### config.mk
export PLATFORM = sky130hd
export DESIGN_NAME = kpi_ctrl
export DESIGN_NICKNAME = d
export VERILOG_FILES = /design/src/rtl/core/kpi_pkg.sv /design/src/rtl/core/kpi_ctrl.sv
export SDC_FILE = /design/constraint.sdc
export NUM_CORES = 1
export LEC_CHECK = 0
export ABC_AREA = 1
export CAP_MARGIN = 20
export CORE_AREA = 2 2 39 41
export DETAILED_ROUTE_END_ITERATION = 6
export DIE_AREA = 0 0 41 43
export DONT_BUFFER_PORTS = 1
export GPL_ROUTABILITY_DRIVEN = 0
export HOLD_SLACK_MARGIN = 0.1
export SLEW_MARGIN = 20
export SYNTH_ARGS = -nofsm -noshare
export SYNTH_HDL_FRONTEND = slang
export SYNTH_SLANG_ARGS = --single-unit
### constraint.sdc
create_clock -name i_clk -period 3.3 [get_ports i_clk]
set_input_delay 0.33 -clock i_clk [delete_from_list [all_inputs] [get_ports i_clk]]
set_output_delay 0.33 -clock i_clk [all_outputs]
set_load 0.02 [all_outputs]
### src/rtl/core/kpi_pkg.sv
// kpi_pkg: shared types and constants for the keyframe position interpolator
// depends on nothing; used by every module of the block
`timescale 1ns / 1ps

package kpi_pkg;

    // field widths
    localparam int TIME_W   = 32;
    localparam int POS_W    = 32;
    localparam int DIFF_W   = POS_W + 1;
    localparam int FRAC_W   = 16;
    localparam int PROD_W   = FRAC_W + 1 + DIFF_W;
    localparam int IDX_W    = 6;
    localparam int SEG_W    = 6;
    localparam int CFG_W    = 7;
    localparam int NUM_AXES = 3;
    localparam int AXIS_W   = 2;

    // stream word widths
    localparam int S_TDATA_W = 136;
    localparam int S_TUSER_W = 1;
    localparam int M_TDATA_W = 104;
    localparam int M_TUSER_W = 1;

    // item kind carried in the input tuser
    typedef enum logic {
        FUNC_LOAD  = 1'b0,
        FUNC_QUERY = 1'b1
    } t_func;

    // controller states
    typedef enum logic [3:0] {
        ST_IDLE,
        ST_START,
        ST_SEARCH,
        ST_FETCH_S,
        ST_FETCH_E,
        ST_DIV_GO,
        ST_DIV_WAIT,
        ST_MUL,
        ST_ADD,
        ST_DONE
    } t_state;

    // key memory read address source
    typedef enum logic [1:0] {
        RD_FIRST,
        RD_SEARCH,
        RD_SEG,
        RD_NXT
    } t_rd_sel;

    // controller to datapath commands
    typedef struct packed {
        logic    wr_key;
        logic    capture;
        logic    cnt_clear;
        logic    cnt_step;
        logic    seg_single;
        logic    seg_hit;
        logic    seg_miss;
        t_rd_sel rd_sel;
        logic    latch_start;
        logic    latch_end;
        logic    div_start;
        logic    mul;
        logic    add;
        logic    out_load;
    } t_cmd;

    // datapath to controller status
    typedef struct packed {
        logic single;
        logic hit;
        logic last;
        logic div_busy;
        logic last_axis;
        logic out_busy;
    } t_status;

endpackage

### src/rtl/core/kpi_ctrl.sv
// kpi_ctrl: sequencer for loads, segment search, division and lerp steps
// depends on kpi_pkg; drives the datapath by command and status structs
`timescale 1ns / 1ps

module kpi_ctrl (
    input  logic             i_clk,
    input  logic             i_rst_n,
    input  logic             i_s_tvalid,
    input  logic             i_func,
    input  kpi_pkg::t_status i_status,
    output logic             o_s_tready,
    output kpi_pkg::t_cmd    o_cmd
);

    kpi_pkg::t_state r_state;
    kpi_pkg::t_state n_state;
    logic            accept;

    assign o_s_tready = r_state == kpi_pkg::ST_IDLE;
    assign accept     = i_s_tvalid && o_s_tready;

    // state register
    always_ff @(posedge i_clk) begin
        if (!i_rst_n) begin
            r_state <= kpi_pkg::ST_IDLE;
        end else begin
            r_state <= n_state;
        end
    end

    // next state
    always_comb begin
        n_state = r_state;
        unique case (r_state)
            kpi_pkg::ST_IDLE: begin
                if (accept && i_func == kpi_pkg::FUNC_QUERY) begin
                    n_state = kpi_pkg::ST_START;
                end
            end
            kpi_pkg::ST_START: begin
                n_state = i_status.single ? kpi_pkg::ST_FETCH_S : kpi_pkg::ST_SEARCH;
            end
            kpi_pkg::ST_SEARCH: begin
                if (i_status.hit || i_status.last) begin
                    n_state = kpi_pkg::ST_FETCH_S;
                end
            end
            kpi_pkg::ST_FETCH_S:  n_state = kpi_pkg::ST_FETCH_E;
            kpi_pkg::ST_FETCH_E:  n_state = kpi_pkg::ST_DIV_GO;
            kpi_pkg::ST_DIV_GO:   n_state = kpi_pkg::ST_DIV_WAIT;
            kpi_pkg::ST_DIV_WAIT: begin
                if (!i_status.div_busy) begin
                    n_state = kpi_pkg::ST_MUL;
                end
            end
            kpi_pkg::ST_MUL:      n_state = kpi_pkg::ST_ADD;
            kpi_pkg::ST_ADD: begin
                n_state = i_status.last_axis ? kpi_pkg::ST_DONE : kpi_pkg::ST_MUL;
            end
            kpi_pkg::ST_DONE: begin
                if (!i_status.out_busy) begin
                    n_state = kpi_pkg::ST_IDLE;
                end
            end
            default: n_state = kpi_pkg::ST_IDLE;
        endcase
    end

    // commands
    always_comb begin
        o_cmd        = '0;
        o_cmd.rd_sel = kpi_pkg::RD_SEG;
        unique case (r_state)
            kpi_pkg::ST_IDLE: begin
                o_cmd.wr_key  = accept && i_func == kpi_pkg::FUNC_LOAD;
                o_cmd.capture = accept && i_func == kpi_pkg::FUNC_QUERY;
            end
            kpi_pkg::ST_START: begin
                if (i_status.single) begin
                    o_cmd.seg_single = 1'b1;
                end else begin
                    o_cmd.rd_sel    = kpi_pkg::RD_FIRST;
                    o_cmd.cnt_clear = 1'b1;
                end
            end
            kpi_pkg::ST_SEARCH: begin
                o_cmd.rd_sel = kpi_pkg::RD_SEARCH;
                if (i_status.hit) begin
                    o_cmd.seg_hit = 1'b1;
                end else if (i_status.last) begin
                    o_cmd.seg_miss = 1'b1;
                end else begin
                    o_cmd.cnt_step = 1'b1;
                end
            end
            kpi_pkg::ST_FETCH_S: begin
                o_cmd.rd_sel = kpi_pkg::RD_SEG;
            end
            kpi_pkg::ST_FETCH_E: begin
                o_cmd.latch_start = 1'b1;
                o_cmd.rd_sel      = kpi_pkg::RD_NXT;
            end
            kpi_pkg::ST_DIV_GO: begin
                o_cmd.latch_end = 1'b1;
                o_cmd.div_start = 1'b1;
            end
            kpi_pkg::ST_DIV_WAIT: begin
                o_cmd.rd_sel = kpi_pkg::RD_SEG;
            end
            kpi_pkg::ST_MUL: begin
                o_cmd.mul = 1'b1;
            end
            kpi_pkg::ST_ADD: begin
                o_cmd.add = 1'b1;
            end
            kpi_pkg::ST_DONE: begin
                o_cmd.out_load = !i_status.out_busy;
            end
            default: begin
                o_cmd.rd_sel = kpi_pkg::RD_SEG;
            end
        endcase
    end

endmodule

==> results.json <==
{
  "fmax_ghz": 0.502,
  "routedWlPerCell_um": 10.7,
  "vias_per_cell": 4.75,
  "pre_cts_slack_ns": 1.57,
  "syn-cell-area_um2": 397,
  "tightest_slew_ns": 0.961,
  "syn_to_final_growth_pct": 10.4,
  "clkSinkCount": 4,
  "hp-start": "i_rst_n",
  "grt_pass1_vias": 379,
  "largest_register_ff_count": 4,
  "drt_pass1_iterations": 6,
  "min_period_ns": 1.99,
  "path_class": "flop to output pin",
  "worstSkewPairLatency_ns": 0.24,
  "hold_buffers": 0,
  "cellPowerDensity_nw_per_um2": 977,
  "dr_total_vias": 423,
  "outcome": "complete, no violations",
  "finalCritPeriodShare_pct": 60.3,
  "fin_nets": 85,
  "power_mw": 0.428,
  "h-tree-depth": 1,
  "setup.worst_path.end_class": "output pin",
  "start_util_pct": 28.7,
  "max_slew_margin_pct": 35.4,
  "antenna_left": 0,
  "cts_buffers": 3,
  "antennaDiodeCount": 0,
  "cts_tree": "done",
  "die-area_um2": 1760,
  "drv_slew": 0,
  "cp_data_required_time_ns": 2.97,
  "wl_um": 950,
  "globalRouteOverflowTotal": 0,
  "min_path_type": "input pin to flop",
  "r2r_setup_slack_ns": 1.96,
  "crit_fanout": 6,
  "die_w_um": 41,
  "yosysWarnings": 0,
  "die_height_um": 43,
  "grt_usage_pct": 13.5,
  "regMostFlops": "r_state",
  "setup_viol": 0,
  "vdd.ir_drop.worst_mv": 0.299,
  "drive_above_1_share_pct": 21.9,
  "timing.rr.end": "r_state[0]",
  "grt_pass1_wl_mm": 1.57,
  "cap_viol_max_count": 0,
  "setup-tns-final_ns": 0,
  "cts_max_path_buffers": 2,
  "post-route-drc-count": 0,
  "rr_startpoint": "r_state[1]",
  "setup_slack_ns": 1.31,
  "dpl.hpwl_um": 787,
  "hold_viol_final": 0,
  "critPathBufInv": 1,
  "worstPathCellList": "nor2_1 > nand2_1 > inv_1 > nand2_1 > nor2_1",
  "syn_inst": 71,
  "antenna_found_initial": 0,
  "cp_top_family": "simple AND/OR/NAND/NOR gates",
  "drt_iter0_drc": 7,
  "synth.distinct_cells": 17,
  "grt_max_degree": 8,
  "syn_nets": 81,
  "slowest_stage": "dfxtp_1",
  "coreArea_um2": 1380,
  "avgSynthCellArea_um2": 5.59,
  "rows": 14,
  "layout_commonest_cell": "nand2_1",
  "postCtsSetupBuffers": 0,
  "hold_path_end": "r_state[3]",
  "io_buffers": 0,
  "mostFrequentLayoutCells": "19 x nand2_1, 13 x nor2_1, 12 x inv_1",
  "clk_root_buffer_cell": "clkbuf_4",
  "crit_path_start_kind": "flop",
  "pin_count": 26,
  "arrival_ns": 1.66,
  "reg2reg_depth": 7,
  "worstHoldPathCells": 2,
  "clk_pin_slew_ns": 0.03,
  "cts-resized-gates": 0,
  "ys_seq_elements": 4,
  "reg_top3": "r_state (4)",
  "seq_area_frac_synth_pct": 20.2,
  "worst_clock_skew_ns": 0.00788,
  "p_leak_nw": 0.252,
  "rsz0062_at_grt": "false",
  "slowest_delay_ns": 0.38
}
worst register-to-register path: stages (launching register included):
cell and delay, ns:
dfxtp_1 0.48, inv_2 0.06, nor2_2 0.14, nand2_2 0.12
nor2_4 0.18, nor2_2 0.08, a21oi_1 0.12, nor2_1 0.06
layout make-up:
| cell class | count | area, um^2 |
|---|---|---|
| fill | 176 | 946 |
| multi-input combinational | 51 | 259 |
| sequential | 4 | 80.1 |
| inverter | 15 | 56.3 |
| clock buffer | 3 | 22.5 |
| tap | 16 | 20.0 |
Yosys cell counts, drive strengths merged:
cell	n	share of area (%)
a21oi	2	3.5
buf	1	1.9
dfxtp	4	20
inv	15	14
nand2	20	20
nand3	7	11
nor2	18	24
nor3	1	1.3
nor4	1	1.6
o21ai	2	2.5
through the flow:
stage / hold WS, ns / utilization [%] / area [um^2] / std cells
after floorplan: 0.428 / - / 397 / 71
after global placement: 0.435 / 30.0 / 415 / 86
after detailed placement: 0.437 / 30.0 / 415 / 86
after CTS: 0.193 / 31.6 / 438 / 89
after global routing: 0.184 / 31.6 / 438 / 89
final: 0.197 / 31.6 / 438 / 89
cell families (layout without fill, tap and decap cells):
family                 Yosys count  in the layout  synth area share, %
AO/OA/AOI/OAI                    4              4                 5.99
AND/OR/NAND/NOR                 47             47                 57.7
flip-flops                       4              4                 20.2
buffers and inverters           16             18                 16.1
layer usage:
| layer | routed length (um) | track usage (%) | part of all wire (%) | vias up |
|---|---|---|---|---|
| li1 | - | - | - | 222 |
| met1 | 386 | 14.7 | 41 | 190 |
| met2 | 490 | 19.7 | 52 | 11 |
| met3 | 74 | 10.5 | 7.8 | 0 |
| met4 | 0 | 4.00 | 0 | 0 |
| met5 | 0 | 0 | 0 | - |
worst max-delay path by stage:
stage               slack [ns]         to  cells after the start        from
finish                    1.31  o_cmd[14]                      5  r_state[1]
global route              1.16  o_cmd[13]                      5  r_state[1]
CTS                       1.31  o_cmd[14]                      5  r_state[1]
detailed placement        1.57  o_cmd[14]                      5  r_state[1]
global placement          1.58  o_cmd[13]                      5  r_state[1]
floorplan                 1.49   o_cmd[4]                      3  r_state[2]
report_power, final:
part           leakage (nW)  switching, mW  internal [mW]  total, mW
sequential           0.0328         0.0333         0.0649     0.0982
combinational         0.206          0.205         0.0629      0.267
clock                0.0138         0.0213         0.0407     0.0620
total                 0.252          0.259          0.169      0.428
Power figures use the tool's default switching activity.
